===== src/hdl/blv_pkg.sv =====
// ----------------------------------------------------------------------------
// blv_pkg
// Shared constants and types of the blocked local variance unit.
// ----------------------------------------------------------------------------
package blv_pkg;

  localparam int MAX_WIDTH  = 1024;
  localparam int MAX_HEIGHT = 1024;
  localparam int MAX_BLOCK  = 15;

  localparam int PIX_ROWS  = MAX_BLOCK + 1;
  localparam int MEAN_ROWS = MAX_BLOCK / 2 + 1;

  localparam int COL_W   = $clog2(MAX_WIDTH);
  localparam int ROW_W   = $clog2(MAX_HEIGHT);
  localparam int PROW_W  = $clog2(PIX_ROWS);
  localparam int MROW_W  = $clog2(MEAN_ROWS);
  localparam int PADDR_W = PROW_W + COL_W;
  localparam int MADDR_W = MROW_W + COL_W;
  localparam int DIM_W   = 11;
  localparam int BLK_W   = 4;
  localparam int HALF_W  = BLK_W - 1;
  localparam int BB_W    = 2 * BLK_W;
  localparam int SQ_W    = 32;
  localparam int ACC_W   = SQ_W + 1 + $clog2(MAX_BLOCK * MAX_BLOCK);
  localparam int STEP_W  = $clog2(ACC_W + 1);
  localparam int VAR_W   = 33;
  localparam int IDX_W   = 2;

  localparam logic [IDX_W-1:0] REG_BLOCK_SIZE   = 2'd0;
  localparam logic [IDX_W-1:0] REG_IMAGE_WIDTH  = 2'd1;
  localparam logic [IDX_W-1:0] REG_IMAGE_HEIGHT = 2'd2;

  localparam logic [BLK_W-1:0] BLOCK_RESET = 4'd3;
  localparam logic [DIM_W-1:0] WIDTH_MAX   = DIM_W'(MAX_WIDTH);
  localparam logic [DIM_W-1:0] HEIGHT_MAX  = DIM_W'(MAX_HEIGHT);

  typedef enum logic [2:0] {
    ST_IDLE,
    ST_MEAN,
    ST_MWAIT,
    ST_SCAN,
    ST_DRAIN,
    ST_DIV
  } blv_state_t;

  typedef struct packed {
    logic               en;
    logic [PADDR_W-1:0] addr;
  } pix_rd_t;

  typedef struct packed {
    logic               en;
    logic [MADDR_W-1:0] addr;
  } mean_rd_t;

endpackage


===== src/hdl/blv_div.sv =====
// ----------------------------------------------------------------------------
// blv_div
// Restoring divider, one quotient bit per cycle; result holds until restart.
// ----------------------------------------------------------------------------
module blv_div (
  input  logic                       clk,
  input  logic                       rst_n,
  input  logic                       start,
  input  logic [blv_pkg::ACC_W-1:0]  dividend,
  input  logic [blv_pkg::BB_W-1:0]   divisor,
  output logic                       busy,
  output logic                       done,
  output logic [blv_pkg::ACC_W-1:0]  quotient
);

  logic [blv_pkg::ACC_W-1:0]  quo_r;
  logic [blv_pkg::BB_W-1:0]   rem_r;
  logic [blv_pkg::BB_W-1:0]   dsr_r;
  logic [blv_pkg::STEP_W-1:0] cnt_r;
  logic                       busy_r;
  logic                       done_r;
  logic [blv_pkg::BB_W:0]     trial;
  logic                       fits;

  assign trial = {rem_r, quo_r[blv_pkg::ACC_W-1]};
  assign fits  = trial >= {1'b0, dsr_r};

  always_ff @(posedge clk) begin
    if (!rst_n) begin
      busy_r <= 1'b0;
      done_r <= 1'b0;
      cnt_r  <= '0;
    end else if (start) begin
      busy_r <= 1'b1;
      done_r <= 1'b0;
      cnt_r  <= '0;
    end else if (busy_r) begin
      cnt_r <= cnt_r + 1'b1;
      if (cnt_r == blv_pkg::STEP_W'(blv_pkg::ACC_W - 1)) begin
        busy_r <= 1'b0;
        done_r <= 1'b1;
      end
    end
  end

  always_ff @(posedge clk) begin
    if (start) begin
      quo_r <= dividend;
      rem_r <= '0;
      dsr_r <= divisor;
    end else if (busy_r) begin
      quo_r <= {quo_r[blv_pkg::ACC_W-2:0], fits};
      rem_r <= fits ? blv_pkg::BB_W'(trial - {1'b0, dsr_r}) : trial[blv_pkg::BB_W-1:0];
    end
  end

  assign busy     = busy_r;
  assign done     = done_r;
  assign quotient = quo_r;

endmodule


===== config.mk =====
export PLATFORM = sky130hd
export DESIGN_NAME = blv_div
export DESIGN_NICKNAME = d
export VERILOG_FILES = /design/src/hdl/blv_pkg.sv /design/src/hdl/blv_div.sv
export SDC_FILE = /design/constraint.sdc
export NUM_CORES = 1
export LEC_CHECK = 0
export ABC_AREA = 1
export BUFFER_PORTS_ARGS = -buffer_cell sky130_fd_sc_hd__buf_2
export CORE_AREA = 2 2 82 84
export CTS_BUF_LIST = sky130_fd_sc_hd__clkbuf_16
export CTS_CLUSTER_SIZE = 16
export DETAILED_ROUTE_END_ITERATION = 6
export DIE_AREA = 0 0 84 86
export PLACE_DENSITY = 0.84
export SYNTH_ARGS = -nofsm -noshare
export SYNTH_HDL_FRONTEND = slang
export SYNTH_SLANG_ARGS = --single-unit
export TNS_END_PERCENT = 100

===== constraint.sdc =====
create_clock -name clk -period 2.4 [get_ports clk]
set_clock_uncertainty 0.1 [all_clocks]
set_input_delay 0.72 -clock clk [delete_from_list [all_inputs] [get_ports clk]]
set_output_delay 0.72 -clock clk [all_outputs]
set_load 0.01 [all_outputs]

# Word level (Yosys, flattened, before mapping)
# Cells that the tools add are included.
# Widths: inputs -> output; s select.
[word_totals]
output_inout_bits = 43
inputBits = 52
elab_cells = 20
ff_bits = 65
[op_classes]
n_eq_ne = 1
magnitude_cmp = 1
n_mux = 6
n_reduce_logical = 3
add_sub_neg = 2
bitwise_logic = 1
[ops]
columns = ["op", "n"]
rows = [
  ["$mux 41", 2],
  ["$ge 9x8->1", 1],
  ["$mux 8", 1],
  ["$sub 8x8->8", 1],
  ["$add 6x1->6 const B", 1],
  ["$eq 6x6->1 const B", 1],
  ["$mux 1", 3],
  ["$reduce_and 2->1", 1],
  ["$reduce_bool 2->1", 1],
  ["$reduce_or 2->1", 1],
  ["$not 1->1", 1],
]

# Logic depth before layout (Yosys ltp)
[depth]
ltp_word = 4
ltp_mapped = 12
mapped_depth_nobuf = 12

# Least setup slack after synthesis
# OpenSTA, ideal clock, no wires.
[synth_path]
kind = "in2reg"
startpoint = "input port start"
endpoint = "register quo_r (netlist bit quotient[0]) (enable)"
path_buffers = 1
setup_ns = 0.349
path_stages = 3
arrival_time_ns = 1.584
slack_ns = 0.367
t_required_ns = 1.951
path_cell_list = "buf_2 -> nor2_1 -> inv_2"
[synth_via]
elab_chain_len = 1
[synth_lines]
columns = ["element", "line", "rtl"]
rows = [
  ["start, declared", "blv_div.sv:8", "input logic start,"],
  ["$reduce_bool 2->1 (no source line)", "-", ""],
  ["end signal, assigned", "blv_div.sv:48", "quo_r <= dividend;"],
  ["end signal, assigned", "blv_div.sv:52", "quo_r <= {quo_r[blv_pkg::ACC_W-2:0], fits};"],
  ["end, declared", "blv_div.sv:16", "logic [blv_pkg::ACC_W-1:0] quo_r;"],
]
# Every way passes these cells.
# A chain may end at the register's enable or synchronous reset.

# Worst setup path in the final report
[layout_path]
startpoint = "register quo_r (netlist bit quotient[40])"
endpoint = "register rem_r[4] (netlist name)"
[layout_via]
elab_chain_len = 2
word_cells_on_any_way = 3
cone_classes = "add/sub (1); order compare (1); mux (1)"
[layout_lines]
columns = ["element", "line", "rtl"]
rows = [
  ["$sub 8x8->8 / $ge 9x8->1 (equally long branches)", "blv_div.sv:53, blv_div.sv:26", ""],
  ["$mux 8 *", "blv_div.sv:53", "rem_r <= fits ? blv_pkg::BB_W'(trial - {1'b0, dsr_r}) : trial[blv_pkg::BB_W-1:0];"],
  ["end signal, assigned", "blv_div.sv:53", ""],
  ["end, declared", "blv_div.sv:17", "logic [blv_pkg::BB_W-1:0] rem_r;"],
]
# Mark *: on every way between the ends. The rest lies on a longest branch, timed or not.

==> results.json <==
{
  "startpoint": "quotient[40]",
  "dp_slack_ns": 0.431,
  "die_w_um": 84,
  "die_area_um2": 7220,
  "powerDensity_nw_per_um2": 753,
  "grt_pass1_vias": 2709,
  "n_antenna_cell": 0,
  "final_cell_mix": "nand2_1 (171), buf_2 (94), edfxtp_1 (49)",
  "cts-htree-levels": 3,
  "ir_worst_vdd_mv": 0.522,
  "ys_ff_latch": 65,
  "antenna_found_initial": 0,
  "final_common_cell": "nand2_1",
  "hold_path_class": "flop to flop",
  "initial_utilization_pct": 50.2,
  "syn_area_um2": 3150,
  "clock-sinks": 65,
  "cp-start-kind": "flop",
  "viasPerCell": 5.11,
  "seq_area_frac_synth_pct": 56.9,
  "via_count": 2756,
  "die_h_um": 86,
  "io_buffers": 94,
  "wl_per_cell_um": 13.9,
  "worstSetupPathType": "flop to flop",
  "multi_input_area_um2": 1210,
  "drv_slew": 0,
  "clk_pin_slew_ns": 0.05,
  "min_period_over_period_pct": 78.2,
  "grt_max_degree": 37,
  "r2r-start": "quotient[40]",
  "ys.flop_type": "edfxtp_1",
  "required_ns": 2.52,
  "rsz0062_at_grt": "false",
  "slew-limit-headroom_pct": 74.7,
  "ctsResizeCount": 0,
  "ios": 95,
  "fin_setup_tns_ns": 0,
  "outcome": "completed",
  "gp_congestion": 0.870,
  "max_freq_mhz": 533,
  "place_area_um2": 3740,
  "holdBufCountCts": 0,
  "cts_buffers": 9,
  "fin_cells": 539,
  "async_flop_share_pct": 0,
  "area_delta_synth_final_pct": 27.6,
  "dp_hpwl_um": 5420,
  "cts.path.max_buffers": 2,
  "avgSynthCellArea_um2": 8.87,
  "drtIter0Drc": 236,
  "syn_nets": 418,
  "ant_nets": 0,
  "hold_viol": 0,
  "stdcell_area_um2": 4020,
  "finalWirelength_um": 7500,
  "finalNetCount": 520,
  "worstSkewPairLatency_ns": 0.32,
  "n_fill_cell": 515,
  "remaining_drc_errors": 0,
  "p_leak_uw": 0.00204,
  "grt_overflow": 0,
  "synth_cell_types": 31,
  "cts_post_setup_buffers_inserted": 0,
  "cts_tree": "done",
  "setup_viol": 0,
  "yosysWarningCount": 0,
  "worstSetupEndpointType": "flop",
  "core.rowCount": 29,
  "worstHoldPathCells": 2,
  "synth_edf_count": 49,
  "postSynthCellCount": 355,
  "worst_pin_slew_ns": 0.378,
  "dp.cells": 523,
  "grt_pass1_wl_um": 12100,
  "regArea_um2": 1790,
  "drt_pass1_iterations": 4,
  "cp_max_fo": 2,
  "cts_root_buf": "clkbuf_16",
  "worstPathArrival_ns": 2.00,
  "fin_crit_ns": 1.88,
  "gr-usage-all-layers_pct": 21.3,
  "maxCapViolations": 0,
  "worst_slack_ns": 0.524,
  "drive_gt1_share_pct": 27.3,
  "reg2reg_depth": 10,
  "core_area_um2": 6280,
  "hold_start": "rem_r[6]"
}
[where the power goes]
group | switching, uW | total [uW] | internal, uW
logic | 254 | 424 | 170
registers | 56.9 | 1380 | 1330
clock network | 438 | 1220 | 782
total | 749 | 3030 | 2280
[flip-flops by register name (all words and copies together) (netlist names)]
register and cells:
done 1, quotient 41, rem_r 8, busy 1, cnt_r 6, dsr_r 8
[path summary, 6_finish.rpt]
check	slack, ns	to
setup / recovery	0.52	rem_r[4]
hold / removal	0.37	rem_r[6]
setup reg to reg	0.52	rem_r[4]
hold reg to reg	0.37	rem_r[6]
[kinds of logic (layout without fill, tap and decap cells)]
logic type | count (synthesis) | after routing | synth area share [%]
DFF | 65 | 65 | 56.9
buffers and inverters | 38 | 145 | 4.57
xor gates and xnor gates | 3 | 3 | 0.834
and+or+nand+nor | 227 | 227 | 30.9
adders and majority gates | 11 | 11 | 4.61
AOI/OAI and AO/OA | 11 | 11 | 2.22
[cell type report]
class / instances / share of cell area, %
clock buffer: 9 / 5.61
clock inverter: 7 / 1.34
inverter: 29 / 2.71
multi-input combinational: 252 / 30.2
sequential: 65 / 44.6
tap: 77 / 2.40
timing repair buffer: 100 / 13.1
[metrics by stage]
stage	hold WS [ns]	power (uW)	util, %
4_1_cts	0.370	3040	64.0
6_report	0.367	3030	64.0
5_1_grt	0.381	3150	64.0
3_3_place_gp	0.357	1810	59.6
2_1_floorplan	0.344	1630	-
3_5_place_dp	0.360	1820	59.6
[metal layers]
metal  global-route usage [%]  part of all wire, %
met1                     25.6                   41
met2                     35.8                   49
met3                     7.22                  7.7
met4                     7.92                  2.0
met5                        0                    0
[synth_stat cells, drive strengths merged (2+ instances only)]
cell    count  area [um2]
nand2     178         696
clkbuf      5        18.8
a21oi       8        51.3
dfxtp      16         320
edfxtp     49        1470
nor2       13        58.8
nand3      20         105
inv        27         101
clkinv      2        7.51
nand3b      7        52.6
ha         10         125
xor2        2        17.5
nor3b       2        15.0
nor3        5        30.0
buf         4        16.3
[critical path: stages, from the launching register on]
cell and delay, ns:
edfxtp_1 0.37, inv_1 0.07, ha_1 0.22, fa_1 0.41, inv_1 0.11, nand3_1 0.09, nand3_1 0.11, xnor2_1 0.12
nand2_1 0.08, nand3_1 0.07, nand2_1 0.04
(Power assumes the default switching activity.)
